===== config.mk =====
export PLATFORM = sky130hd
export DESIGN_NAME = shared_string_table_decoder_top
export DESIGN_NICKNAME = d
export VERILOG_FILES = /design/src/sv/sst_pkg.sv /design/src/sv/sst_fifo.sv /design/src/sv/sst_front.sv /design/src/sv/sst_back.sv /design/src/sv/shared_string_table_decoder_top.sv
export SDC_FILE = /design/constraint.sdc
export NUM_CORES = 1
export LEC_CHECK = 0
export BUFFER_PORTS_ARGS = -buffer_cell sky130_fd_sc_hd__buf_4
export CORE_MARGIN = 4
export CORE_UTILIZATION = 50
export DETAILED_ROUTE_END_ITERATION = 8
export PLACE_DENSITY = 0.76
export SLEW_MARGIN = 10
export SYNTH_ARGS = -nofsm -noshare
export SYNTH_HDL_FRONTEND = slang
export SYNTH_SLANG_ARGS = --single-unit

===== constraint.sdc =====
create_clock -name clk -period 20.8 [get_ports clk]
set_clock_uncertainty 0.15 [all_clocks]
set_input_delay 1.04 -clock clk [delete_from_list [all_inputs] [get_ports clk]]
set_output_delay 1.04 -clock clk [all_outputs]
set_load 0.01 [all_outputs]

===== src/sv/sst_pkg.sv =====
`default_nettype none
package sst_pkg;

  localparam int unsigned MAX_UNIQUE_DEFAULT = 1000000;
  localparam int unsigned QUEUE_DEPTH = 4;
  localparam int unsigned NUM_W = 20;

  localparam logic [1:0] KIND_BYTE = 2'd0;
  localparam logic [1:0] KIND_END = 2'd1;
  localparam logic [1:0] KIND_BROKEN = 2'd2;
  localparam logic [1:0] KIND_TOOBIG = 2'd3;

  // One request from the parser to the output side: an optional character
  // and an optional closing result (string end, string broken or count too large).
  typedef struct packed {
    logic             has_char;
    logic [15:0]      cp;
    logic             has_term;
    logic [1:0]       term_kind;
    logic [NUM_W-1:0] num;
  } job_t;

  localparam int unsigned JOB_W = $bits(job_t);

endpackage
`default_nettype wire


===== src/sv/sst_fifo.sv =====
`default_nettype none
module sst_fifo #(
  parameter int unsigned WIDTH = 8,
  parameter int unsigned DEPTH = 4
) (
  input  wire logic             clk,
  input  wire logic             rst,
  input  wire logic             push,
  input  wire logic [WIDTH-1:0] wr_data,
  output logic                  full,
  input  wire logic             pop,
  output logic                  not_empty,
  output logic [WIDTH-1:0]      rd_data
);

  localparam int unsigned PTR_W = (DEPTH > 1) ? $clog2(DEPTH) : 1;
  localparam int unsigned CNT_W = $clog2(DEPTH + 1);

  logic [WIDTH-1:0] mem [DEPTH];
  logic [PTR_W-1:0] wr_ptr;
  logic [PTR_W-1:0] rd_ptr;
  logic [CNT_W-1:0] count;

  assign full      = (count == CNT_W'(DEPTH));
  assign not_empty = (count != '0);
  assign rd_data   = mem[rd_ptr];

  always_ff @(posedge clk) begin
    if (push) begin
      mem[wr_ptr] <= wr_data;
    end
  end

  always_ff @(posedge clk) begin
    if (rst) begin
      wr_ptr <= '0;
      rd_ptr <= '0;
      count  <= '0;
    end else begin
      if (push) begin
        wr_ptr <= (wr_ptr == PTR_W'(DEPTH - 1)) ? '0 : wr_ptr + 1'b1;
      end
      if (pop) begin
        rd_ptr <= (rd_ptr == PTR_W'(DEPTH - 1)) ? '0 : rd_ptr + 1'b1;
      end
      if (push && !pop) begin
        count <= count + 1'b1;
      end else if (pop && !push) begin
        count <= count - 1'b1;
      end
    end
  end

endmodule
`default_nettype wire


===== src/sv/sst_front.sv =====
`default_nettype none
module sst_front #(
  parameter int unsigned MAX_UNIQUE_STRINGS = sst_pkg::MAX_UNIQUE_DEFAULT
) (
  input  wire logic        clk,
  input  wire logic        rst,
  input  wire logic        accept,
  input  wire logic [7:0]  data_byte,
  input  wire logic        segment_start,
  input  wire logic        end_of_data,
  output logic             job_valid,
  output sst_pkg::job_t    job
);
  import sst_pkg::*;

  localparam logic [3:0] PH_HDR    = 4'd0;
  localparam logic [3:0] PH_CNT0   = 4'd1;
  localparam logic [3:0] PH_CNT1   = 4'd2;
  localparam logic [3:0] PH_FLAGS  = 4'd3;
  localparam logic [3:0] PH_RICH0  = 4'd4;
  localparam logic [3:0] PH_RICH1  = 4'd5;
  localparam logic [3:0] PH_EXT0   = 4'd6;
  localparam logic [3:0] PH_EXT1   = 4'd7;
  localparam logic [3:0] PH_EXT2   = 4'd8;
  localparam logic [3:0] PH_EXT3   = 4'd9;
  localparam logic [3:0] PH_CHAR   = 4'd10;
  localparam logic [3:0] PH_CHARHI = 4'd11;
  localparam logic [3:0] PH_SKIP   = 4'd12;

  logic [3:0]       phase, phase_next;
  logic [2:0]       hdr_idx, hdr_idx_next;
  logic [NUM_W-1:0] unique_total, unique_total_next;
  logic [NUM_W-1:0] strings_done, strings_done_next;
  logic [15:0]      chars_left, chars_left_next;
  logic             wide_chars, wide_chars_next;
  logic             has_rich, has_rich_next;
  logic             has_ext, has_ext_next;
  logic [15:0]      rich_count, rich_count_next;
  logic [31:0]      ext_count, ext_count_next;
  logic [32:0]      skip_left, skip_left_next;
  logic [7:0]       low_hold, low_hold_next;
  logic             halted, halted_next;

  logic             do_after;
  logic             do_end;
  logic             do_begin;
  logic [32:0]      skip_calc;
  logic [31:0]      count_acc;

  always_comb begin
    phase_next        = phase;
    hdr_idx_next      = hdr_idx;
    unique_total_next = unique_total;
    strings_done_next = strings_done;
    chars_left_next   = chars_left;
    wide_chars_next   = wide_chars;
    has_rich_next     = has_rich;
    has_ext_next      = has_ext;
    rich_count_next   = rich_count;
    ext_count_next    = ext_count;
    skip_left_next    = skip_left;
    low_hold_next     = low_hold;
    halted_next       = halted;
    do_after          = 1'b0;
    do_end            = 1'b0;
    do_begin          = 1'b0;
    skip_calc         = '0;
    count_acc         = skip_left[31:0];
    job               = '0;
    job.num           = strings_done;

    if (!halted) begin
      unique case (phase)
        PH_HDR: begin
          if (segment_start && hdr_idx != 3'd0) begin
            halted_next = 1'b1;
          end else begin
            if (hdr_idx[2]) begin
              count_acc[8*hdr_idx[1:0] +: 8] = data_byte;
            end
            skip_left_next = {1'b0, count_acc};
            hdr_idx_next   = hdr_idx + 3'd1;
            if (hdr_idx == 3'd7) begin
              if (count_acc > 32'(MAX_UNIQUE_STRINGS)) begin
                job.has_term  = 1'b1;
                job.term_kind = KIND_TOOBIG;
                job.num       = '0;
                halted_next   = 1'b1;
              end else begin
                unique_total_next = count_acc[NUM_W-1:0];
                skip_left_next    = '0;
                phase_next        = PH_CNT0;
                if (count_acc == '0) begin
                  halted_next = 1'b1;
                end
              end
            end
          end
        end
        PH_CNT0: begin
          chars_left_next = {8'h00, data_byte};
          phase_next      = PH_CNT1;
        end
        PH_CNT1: begin
          chars_left_next[15:8] = data_byte;
          phase_next            = PH_FLAGS;
        end
        PH_FLAGS: begin
          wide_chars_next = data_byte[0];
          has_rich_next   = data_byte[3];
          has_ext_next    = data_byte[2];
          rich_count_next = '0;
          ext_count_next  = '0;
          if (data_byte[3]) begin
            phase_next = PH_RICH0;
          end else if (data_byte[2]) begin
            phase_next = PH_EXT0;
          end else begin
            do_begin = 1'b1;
          end
        end
        PH_RICH0: begin
          rich_count_next = {8'h00, data_byte};
          phase_next      = PH_RICH1;
        end
        PH_RICH1: begin
          rich_count_next[15:8] = data_byte;
          if (has_ext) begin
            phase_next = PH_EXT0;
          end else begin
            do_begin = 1'b1;
          end
        end
        PH_EXT0, PH_EXT1, PH_EXT2, PH_EXT3: begin
          ext_count_next[8*(2'(phase - PH_EXT0)) +: 8] = data_byte;
          if (phase == PH_EXT3) begin
            do_begin = 1'b1;
          end else begin
            phase_next = phase + 4'd1;
          end
        end
        PH_CHAR: begin
          if (segment_start) begin
            wide_chars_next = data_byte[0];
          end else if (wide_chars) begin
            low_hold_next = data_byte;
            phase_next    = PH_CHARHI;
          end else begin
            job.has_char    = 1'b1;
            job.cp          = {8'h00, data_byte};
            chars_left_next = chars_left - 16'd1;
            if (chars_left_next == '0) begin
              do_after = 1'b1;
            end else begin
              phase_next = PH_CHAR;
            end
          end
        end
        PH_CHARHI: begin
          if (segment_start) begin
            job.has_term  = 1'b1;
            job.term_kind = KIND_BROKEN;
            halted_next   = 1'b1;
          end else begin
            job.has_char    = 1'b1;
            job.cp          = {data_byte, low_hold};
            chars_left_next = chars_left - 16'd1;
            if (chars_left_next == '0) begin
              do_after = 1'b1;
            end else begin
              phase_next = PH_CHAR;
            end
          end
        end
        PH_SKIP: begin
          skip_left_next = skip_left - 33'd1;
          if (skip_left_next == '0) begin
            do_end = 1'b1;
          end
        end
        default: begin
          halted_next = 1'b1;
        end
      endcase

      if (do_begin) begin
        if (chars_left != '0) begin
          phase_next = PH_CHAR;
        end else begin
          do_after = 1'b1;
        end
      end

      if (do_after) begin
        skip_calc = {15'd0, rich_count_next, 2'b00} + {1'b0, ext_count_next};
        if (skip_calc != '0) begin
          skip_left_next = skip_calc;
          phase_next     = PH_SKIP;
        end else begin
          do_end = 1'b1;
        end
      end

      if (do_end) begin
        job.has_term      = 1'b1;
        job.term_kind     = KIND_END;
        strings_done_next = strings_done + 1'b1;
        if (strings_done_next == unique_total_next) begin
          halted_next = 1'b1;
        end
        phase_next = PH_CNT0;
      end

      if (end_of_data && !halted_next && phase_next != PH_HDR && phase_next != PH_CNT0) begin
        job.has_term  = 1'b1;
        job.term_kind = KIND_BROKEN;
      end
    end
  end

  assign job_valid = job.has_char || job.has_term;

  always_ff @(posedge clk) begin
    if (rst || (accept && end_of_data)) begin
      phase        <= PH_HDR;
      hdr_idx      <= '0;
      unique_total <= '0;
      strings_done <= '0;
      chars_left   <= '0;
      wide_chars   <= 1'b0;
      has_rich     <= 1'b0;
      has_ext      <= 1'b0;
      rich_count   <= '0;
      ext_count    <= '0;
      skip_left    <= '0;
      low_hold     <= '0;
      halted       <= 1'b0;
    end else if (accept) begin
      phase        <= phase_next;
      hdr_idx      <= hdr_idx_next;
      unique_total <= unique_total_next;
      strings_done <= strings_done_next;
      chars_left   <= chars_left_next;
      wide_chars   <= wide_chars_next;
      has_rich     <= has_rich_next;
      has_ext      <= has_ext_next;
      rich_count   <= rich_count_next;
      ext_count    <= ext_count_next;
      skip_left    <= skip_left_next;
      low_hold     <= low_hold_next;
      halted       <= halted_next;
    end
  end

endmodule
`default_nettype wire


===== src/sv/sst_back.sv =====
`default_nettype none
module sst_back (
  input  wire logic                  clk,
  input  wire logic                  rst,
  input  wire logic                  job_avail,
  input  wire sst_pkg::job_t         job_head,
  output logic                       job_pop,
  output logic                       out_valid,
  input  wire logic                  out_ready,
  output logic [1:0]                 out_kind,
  output logic [7:0]                 out_byte,
  output logic [sst_pkg::NUM_W-1:0]  out_num,
  output logic                       out_last
);
  import sst_pkg::*;

  job_t       cur;
  logic       cur_valid;
  logic [1:0] idx;

  logic [1:0] nchar;
  logic [7:0] utf [3];
  logic [2:0] total;
  logic       is_last;
  logic       load_out;
  logic [1:0] item_kind;
  logic [7:0] item_byte;

  always_comb begin
    utf[0] = cur.cp[7:0];
    utf[1] = 8'h00;
    utf[2] = 8'h00;
    nchar  = 2'd1;
    if (cur.cp[15:7] == '0) begin
      nchar  = 2'd1;
      utf[0] = {1'b0, cur.cp[6:0]};
    end else if (cur.cp[15:11] == '0) begin
      nchar  = 2'd2;
      utf[0] = {3'b110, cur.cp[10:6]};
      utf[1] = {2'b10, cur.cp[5:0]};
    end else begin
      nchar  = 2'd3;
      utf[0] = {4'b1110, cur.cp[15:12]};
      utf[1] = {2'b10, cur.cp[11:6]};
      utf[2] = {2'b10, cur.cp[5:0]};
    end

    total = (cur.has_char ? {1'b0, nchar} : 3'd0) + {2'b00, cur.has_term};
    is_last = ({1'b0, idx} == total - 3'd1);

    if (cur.has_char && idx < nchar) begin
      item_kind = KIND_BYTE;
      item_byte = utf[idx];
    end else begin
      item_kind = cur.term_kind;
      item_byte = 8'h00;
    end
  end

  assign load_out = cur_valid && (!out_valid || out_ready);
  assign job_pop  = job_avail && (!cur_valid || (load_out && is_last));

  always_ff @(posedge clk) begin
    if (job_pop) begin
      cur <= job_head;
    end
    if (load_out) begin
      out_kind <= item_kind;
      out_byte <= item_byte;
      out_num  <= cur.num;
      out_last <= is_last;
    end
  end

  always_ff @(posedge clk) begin
    if (rst) begin
      cur_valid <= 1'b0;
      idx       <= '0;
      out_valid <= 1'b0;
    end else begin
      if (load_out) begin
        out_valid <= 1'b1;
      end else if (out_ready) begin
        out_valid <= 1'b0;
      end
      if (job_pop) begin
        cur_valid <= 1'b1;
        idx       <= '0;
      end else if (load_out) begin
        if (is_last) begin
          cur_valid <= 1'b0;
          idx       <= '0;
        end else begin
          idx <= idx + 2'd1;
        end
      end
    end
  end

endmodule
`default_nettype wire


===== src/sv/shared_string_table_decoder_top.sv =====
// Shared-string table decoder. Table body bytes enter on the s_ stream, one per
// cycle, with s_tuser marking the first byte of each record body and s_tlast the
// final byte of the table. A parser takes each byte and in the same cycle posts a
// request (one character and/or a closing mark) into a 4-entry queue; the output
// side turns each request into 1 to 4 results (UTF-8 bytes, then string end,
// string broken or count too large) and sends one result per cycle from an output
// register while m_tready is high. Input runs at one byte per cycle as long as the
// queue has room, so the sustained rate is set by the output side, which sends the
// results of a request one after another, at most 4 of them.
// A string reported as broken is to be discarded by the consumer; after it, and
// after all counted strings, bytes are taken and dropped until s_tlast.
`default_nettype none
module shared_string_table_decoder_top #(
  parameter int unsigned MAX_UNIQUE_STRINGS = sst_pkg::MAX_UNIQUE_DEFAULT
) (
  input  wire logic        clk,
  input  wire logic        rst,
  input  wire logic        s_tvalid,
  output logic             s_tready,
  input  wire logic [7:0]  s_tdata,   // [7:0] data_byte
  input  wire logic        s_tuser,   // [0] segment_start
  input  wire logic        s_tlast,   // end_of_data
  output logic             m_tvalid,
  input  wire logic        m_tready,
  output logic [31:0]      m_tdata,   // [7:0] out_byte, [27:8] string_number, rest zero
  output logic [1:0]       m_tuser,   // [1:0] kind
  output logic             m_tlast    // last_of_run
);
  import sst_pkg::*;

  logic             accept;
  logic             front_job_valid;
  job_t             front_job;
  logic             q_full;
  logic             q_not_empty;
  logic             q_pop;
  logic [JOB_W-1:0] q_head;
  logic [7:0]       out_byte;
  logic [NUM_W-1:0] out_num;

  assign s_tready = !q_full;
  assign accept   = s_tvalid && s_tready;

  sst_front #(
    .MAX_UNIQUE_STRINGS(MAX_UNIQUE_STRINGS)
  ) u_front (
    .clk          (clk),
    .rst          (rst),
    .accept       (accept),
    .data_byte    (s_tdata),
    .segment_start(s_tuser),
    .end_of_data  (s_tlast),
    .job_valid    (front_job_valid),
    .job          (front_job)
  );

  sst_fifo #(
    .WIDTH(JOB_W),
    .DEPTH(QUEUE_DEPTH)
  ) u_queue (
    .clk      (clk),
    .rst      (rst),
    .push     (accept && front_job_valid),
    .wr_data  (front_job),
    .full     (q_full),
    .pop      (q_pop),
    .not_empty(q_not_empty),
    .rd_data  (q_head)
  );

  sst_back u_back (
    .clk      (clk),
    .rst      (rst),
    .job_avail(q_not_empty),
    .job_head (job_t'(q_head)),
    .job_pop  (q_pop),
    .out_valid(m_tvalid),
    .out_ready(m_tready),
    .out_kind (m_tuser),
    .out_byte (out_byte),
    .out_num  (out_num),
    .out_last (m_tlast)
  );

  assign m_tdata = {4'h0, out_num, out_byte};

endmodule
`default_nettype wire


# Yosys cells after proc, flatten, opt, wreduce, memory -nomap -nowiden
# Memory sizes are Yosys's and may differ from the RTL's. A register that Yosys moved wholly into a read port is not among the register bits.
# Index checks and enable logic that the tools add are counted.
word_totals:
  input_bits: 14
  regBits: 197
  memories: 1
  mem_bits_rw: 160
  elab_cells: 240
  output_inout_bits: 37
classes:
  n_eq_ne: 23
  shifts: 4
  order_cmp: 3
  n_mux: 112
  add_sub_neg: 16
  n_bitwise: 4
  n_reduce_logical: 54
mem_list:
  columns: ["memory", "depth", "width", "read_ports", "rd_clocked_by_memory_dff", "write_ports", "line", "rtl"]
  rows:
  - ["u_queue.mem", 4, 40, 1, 1, 1, "sst_fifo.sv:19", "logic [WIDTH-1:0] mem [DEPTH];"]
ops:
  columns: ["op", "n"]
  rows:
  - ["$mux W32", 6]
  - ["$mux W33", 4]
  - ["$mux W20", 6]
  - ["$mux W23", 3]
  - ["$mux W4", 17]
  - ["$neg A5 Y34", 2]
  - ["$shift A8 B34 Y32 const A", 2]
  - ["$shiftx A8 B34 Y32", 2]
  - ["$pmux W33 S2", 1]
  - ["$bwmux W32", 2]
  - ["$mux W16", 4]
  - ["$pmux W32 S2", 1]
  - ["$mux W17", 3]
  - ["$mux W8", 6]
  - ["$mux W40", 1]
  - ["$pmux W4 S9", 1]
  - ["$mux W1", 35]
  - ["$pmux W17 S2", 1]
  - ["$add A18 B32 Y33", 1]
  - ["$logic_not A33 Y1", 1]
  - ["$reduce_bool A33 Y1", 1]
  - ["$sub A33 B1 Y33 const B", 1]
  - ["$gt A32 B20 Y1 const B", 1]
  - ["$logic_not A32 Y1", 1]
  - ["other kinds (51)", 113]

# Longest topological paths before layout
logic_depth:
  ltp_word: 29
  depth_mapped: 33
  ltp_nobuf: 28

# Hierarchy
# From an unflattened synthesis, not the netlist that was laid out.
hier_totals:
  hier_cells: 2346
  hier_area_um2: 22524.1
by_module_without_submodules:
  columns: ["module", "seq_area_each_um2", "n_inst", "area_each_um2", "cells_per_inst"]
  rows:
  - ["sst_front", 3103.0, 1, 13361.6, 1906]
  - ["sst_fifo", 4984.8, 1, 6258.5, 253]
  - ["sst_back", 2212.1, 1, 2851.5, 179]
  - ["shared_string_table_decoder_top", 0.0, 1, 52.6, 8]

# Worst setup path after synthesis
# No wires, ideal clock.
synth_path:
  path_kind: "reg2reg"
  startpoint: "register u_front.phase[0]"
  endpoint: "memory u_queue.mem[0][0] (netlist name), enable pin"
  setup_time_ns: 0.401
  t_required_ns: 20.249
  period_less_slack_ns: 6.783
  path_buffers: 5
  path_stages_with_launch: 26
  t_arrival_ns: 6.231
  path_slack_ns: 14.017
  path_cell_list: "dfxtp_1 buf_2 inv_1 ha_1 buf_2 and3b_1 clkbuf_1 nor2_1 clkbuf_1 a22o_1 ha_1 inv_1 fa_1 nor2b_1 o2111ai_1 a21oi_1 a2111o_1 nand2_1 a221o_1 a2111oi_2 and4b_1 buf_2 nor3_1 a21o_1 inv_1 and2_1"
synth_via:
  elab_chain_len: 23
  elab_cells_between_ends: 81
  classes_between: "4 x add/sub; 14 x eq/ne; 2 x shift; 49 x mux; 12 x reduce/logical"
synth_lines:
  columns: ["item", "line", "rtl"]
  rows:
  - ["from (decl)", "sst_front.sv:30", "logic [3:0] phase, phase_next;"]
  - ["from (signal assigned)", "sst_front.sv:239", "phase <= phase_next;"]
  - ["$sub A2 B2 Y2", "sst_front.sv:135", "ext_count_next[8*(2'(phase - PH_EXT0)) +: 8] = data_byte;"]
  - ["$neg A5 Y34", "sst_front.sv:135", null]
  - ["$shiftx A8 B34 Y32 / $shift A8 B34 Y32 (equally long branches)", "sst_front.sv:135", null]
  - ["$bwmux W32", "sst_front.sv:135", null]
  - ["$pmux W32 S2", "sst_front.sv:73", "unique case (phase)"]
  - ["$mux W32", "sst_front.sv:72", "if (!halted) begin"]
  - ["$add A18 B32 Y33", "sst_front.sv:195", "skip_calc = {15'd0, rich_count_next, 2'b00} + {1'b0, ext_count_next};"]
  - ["$reduce_bool A33 Y1", "sst_front.sv:196", "if (skip_calc != '0) begin"]
  - ["(+6 left out)", null, null]
  - ["$logic_and A1 B1 Y1 (3 in series)", "sst_front.sv:214", "if (end_of_data && !halted_next && phase_next != PH_HDR && phase_next != PH_CNT0) begin"]
  - ["$mux W3", "sst_front.sv:214", null]
  - ["$mux W40 (*)", "sst_front.sv:72", null]
  - ["$logic_or A1 B1 Y1 (*)", "sst_front.sv:221", "assign job_valid = job.has_char || job.has_term;"]
  - ["$logic_and A1 B1 Y1 (*)", "shared_string_table_decoder_top.sv:63", ".push (accept && front_job_valid),"]
  - ["via u_queue.push", "sst_fifo.sv:8", "input wire logic push,"]
  - ["$mux W1 (*)", "sst_fifo.sv:29", "if (push) begin"]
  - ["$mux W1 (implied by the code) (*)", "sst_fifo.sv:30", "mem[wr_ptr] <= wr_data;"]
  - ["to (decl)", "sst_fifo.sv:19", null]
# The timed path passes the listed nets; every way through them passes the cells marked *. The select of a mux whose other input is x is not followed.

# Final worst setup path
layout_path:
  startpoint: "register u_front.phase[0]"
  endpoint: "memory u_queue.mem[0][30] (netlist name), enable pin"
# The elaborated chain is that of the path after synthesis.

==> summary.txt <==
STA
  – Max Clk Rate: 125 MHz
  – Unrepaired setup endpoints after global routing: no
  – Fin crit share: 38.5%
  – Slew Limit Headroom: 19.9%
  – # setup viols final: 0
  – Max-slew violations: 0
  – Fin. Hold Viols: 0
  – Clock period minus worst slack: 8.01 ns
  – TNS Setup: 0 ns
  – Slew @ Worst Pin: roughly 1.2 ns
  – Final WS setup: 12.79 ns

Global route
  – Initial antenna violation count: 1
  – Remaining global-route overflow: 0
  – Most Crowded Layer GR: met2
  – Gr usage total: 26.6%
  – Global-route met2 utilization: 42.7%
  – Vias in the first global route: 17500
  – Pin count of the biggest net entering global routing: between 70 and 80
  – Met1 GRT Util: 36.7%
  – GRT met3 Usage: 4.13%
  – First-pass GRT wire length: 102000 microns

Synthesis
  – Synth unique cells: 105
  – Synth warn: 0
  – Post-synth ARST share: 0%
  – Syn Std Cell Area: 22600 sq um
  – Number of synthesized register bits: 397
  – EDFF count, synth: 231
  – Register area share after synthesis: 45.5%
  – Post-Synthesis Mean Instance Area: 9.61 sq um
  – Synth Instances: approximately 2300
  – Predominant post-synthesis flop cell: edfxtp_1

Setup path
  – Arrival time worst endpoint: 8.04 ns
  – Max stage delay on crit path: roughly 0.9 ns
  – WP data required: 20.84 ns
  – Worst setup EP type: register
  – Slowest stage cell on the critical path: and2_2
  – CP bufs+invs: 2
  – Critical path class: reg2reg
  – Setup crit start kind: register
  – CP Max Fanout: 40
  – Crit path cell chain: inv_1 -> ha_1 -> nor2_1 -> o22ai_2 -> and2_1 -> nand4_1 -> a21oi_1 -> ha_1 -> a21oi_1 -> o21ai_1 -> and3_1 -> a2111oi_4 -> o211ai_1 -> a221o_1 -> a2111oi_2 -> and4b_1 -> nor3_1 -> a21o_1 -> inv_1 -> and2_2
  – Crit-path leading delay family: compound AO/OA/AOI/OAI gates

Clocking
  – Root Buffer: clkbuf_16
  – Clk buf depth: 3
  – CTS tree: built
  – PostCTS Resize Cnt: 0
  – Cts bufs inserted: 42
  – Clk slew on worst S/H paths: 0.06 ns
  – Hold-fix buffers, CTS: 0
  – Worst skew pair latency: 0.62 ns
  – Post-CTS Setup Inserts: 0
  – H-tree depth: 2
  – Clock Sinks: 397

Routing
  – Post-route ant nets: 0
  – Drt total wl: 66100 microns
  – DRC errors left: 0
  – Router iterations before antenna repair: 6
  – DRT iter0 DRCs: around 2400
  – Wirelength per Cell: 22.7 microns
  – Via count: 19000
  – Vias per cell: 6.55

Cells and area
  – Diode count: 0
  – Layout fillers: about 3800
  – Net count, final: 2344
  – Area grow syn2layout: 8.69%
  – Share of cells above drive strength 1: 10.5%

Floorplanning
  – Std cell rows: 77
  – Core area: 44400 sq um
  – Die Wd: 220 microns
  – Die Y-Extent: 220 microns
  – Die area: 48600 sq um
  – Starting Density: about half
  – IO Pins: 51

Placed design
  – Gpl congestion: about 1.0
  – Post-DP HPWL: ~44000 microns
  – Port bufs: 46
  – Pre-CTS WS: around 13 ns

Power and ir drop
  – Leak Pwr: 8.62 nW
  – Worst IR Drop VDD: 0.0683 mV
  – Pwr Density: a little over 100 nW/um^2

Outcome
  – Status: complete, no violations

Hold path
  – Hold Path Class: reg2reg

Flow run
  – Max cap viols: 0
-- layer usage --
layer | part of all wire, % | routed length (microns) | vias to the layer above
met5 | 0.030 | 20 | -
li1 | - | - | 8667
met2 | 46 | 30500 | 980
met4 | 4.4 | 2920 | 2
met1 | 41 | 27000 | 9203
met3 | 8.6 | 5690 | 189
-- path summary, 6_finish.rpt --
path                            cells after the start                  to             start  slack, ns
worst max-delay path                               20  u_queue.mem[0][30]  u_front.phase[0]      12.79
worst max register to register                     20  u_queue.mem[0][30]  u_front.phase[0]      12.79
worst min register to register                      0  u_back.out_num[17]    u_back.cur[17]       0.27
worst min-delay path                                0  u_back.out_num[17]    u_back.cur[17]       0.27
-- state kept, by name, summed over array words and instances, names as in the netlist, 16 cells and up --
register,cells
u_queue.mem,160
u_back.cur,40
u_front.skip_left,33
u_front.ext_count,32
u_back.out_num,20
u_front.strings_done,20
u_front.unique_total,20
u_front.chars_left,16
u_front.rich_count,16
-- cells in the final DEF (no fill, tap or decap), types with 10 or more instances in the layout --
master,netlist,final
and2_1,28,24
o21ai_0,121,120
a21oi_1,159,158
mux2i_1,55,55
clkbuf_1,131,13
nor4_1,23,23
or3_1,25,25
nand2b_1,21,21
dfxtp_1,166,164
and3_1,34,33
o221ai_1,10,10
nor2_1,235,234
edfxtp_1,231,231
clkbuf_16,0,42
inv_1,45,45
o31ai_1,15,15
nand2_1,223,222
o21ai_1,13,13
a221oi_1,11,11
xor2_1,24,24
o211ai_1,18,18
buf_4,8,68
mux2_2,12,12
nand4_1,24,24
nand3_1,98,98
a22oi_1,57,57
a32oi_1,10,10
nor3_1,60,60
a21o_1,17,16
nor2b_1,32,32
xnor2_1,56,56
ha_1,44,44
a211oi_1,42,42
a31oi_1,21,21
or4_1,21,21
a22o_1,19,19
mux4_2,40,40
-- cells in the mapped netlist, types with 21 or more instances --
master / instances / share of area [%]
nand2_1: 223 / 3.7
xnor2_1: 56 / 2.2
nand2b_1: 21 / 0.58
inv_1: 45 / 0.75
and3_1: 34 / 0.94
a22oi_1: 57 / 1.9
nand3_1: 98 / 2.2
mux2i_1: 55 / 2.4
ha_1: 44 / 2.4
nand4_1: 24 / 0.67
a211oi_1: 42 / 1.4
nor2b_1: 32 / 0.89
or3_1: 25 / 0.69
nor4_1: 23 / 0.64
clkbuf_1: 131 / 2.2
xor2_1: 24 / 0.93
mux4_2: 40 / 4.0
a21oi_1: 159 / 3.5
or4_1: 21 / 0.70
a31oi_1: 21 / 0.58
edfxtp_1: 231 / 31
nor3_1: 60 / 1.3
o21ai_0: 121 / 2.7
dfxtp_1: 166 / 15
and2_1: 28 / 0.78
nor2_1: 235 / 3.9
-- where the power goes --
| part | leakage [nW] | switching, mW | internal, mW |
|---|---|---|---|
| clock | 0.679 | 0.325 | 0.440 |
| sequential | 3.47 | 0.0761 | 0.973 |
| combinational | 4.47 | 0.459 | 0.250 |
| total | 8.62 | 0.860 | 1.66 |
-- cells by family after synthesis --
logic type / count (synthesis) / share of synthesized area (%)
flip-flops: 397 / 45.5
buffers and inverters: 224 / 4.06
AND/OR/NAND/NOR: 871 / 18.9
multiplexers: 107 / 7.03
adder cells (fa/ha/maj): 46 / 2.62
XOR/XNOR: 80 / 3.11
AO/OA/AOI/OAI: 622 / 18.8
other: 1 / 0.0166
-- per-stage QoR --
stage | cells | hold WS [ns] | total power, mW | instance area, sq um | util [%]
floorplan | 2351 | 0.250 | 1.53 | 22600 | -
global placement | 2832 | 0.251 | 1.73 | 23100 | 52.0
detailed placement | 2832 | 0.255 | 1.75 | 23100 | 52.0
CTS | 2908 | 0.276 | 2.52 | 24500 | 55.2
global route | 2908 | 0.277 | 2.64 | 24500 | 55.2
finish | 2908 | 0.272 | 2.52 | 24500 | 55.2
-- cell type report --
type                    count  area, sq um  share of cell area (%)
clock inverters            18          260                    1.06
flip-flops and latches    397        10300                    41.8
repair buffers             68          510                    2.08
inverters                  45          169                   0.689
multi-input cells        1730        11400                    46.7
clock buffers              58         1140                    4.65
well taps                 592          741                    3.02
-- worst register-to-register path: cells and delay by family, from the launching register on --
family                     cells  cell delay [ns]
and+or+nand+nor                7             2.62
buffers and inverters          2             0.46
AOI/OAI and AO/OA              9             3.14
adders and majority gates      2             0.78
DFF                            1             0.47
Note: power is estimated with default switching activity, not from simulation.
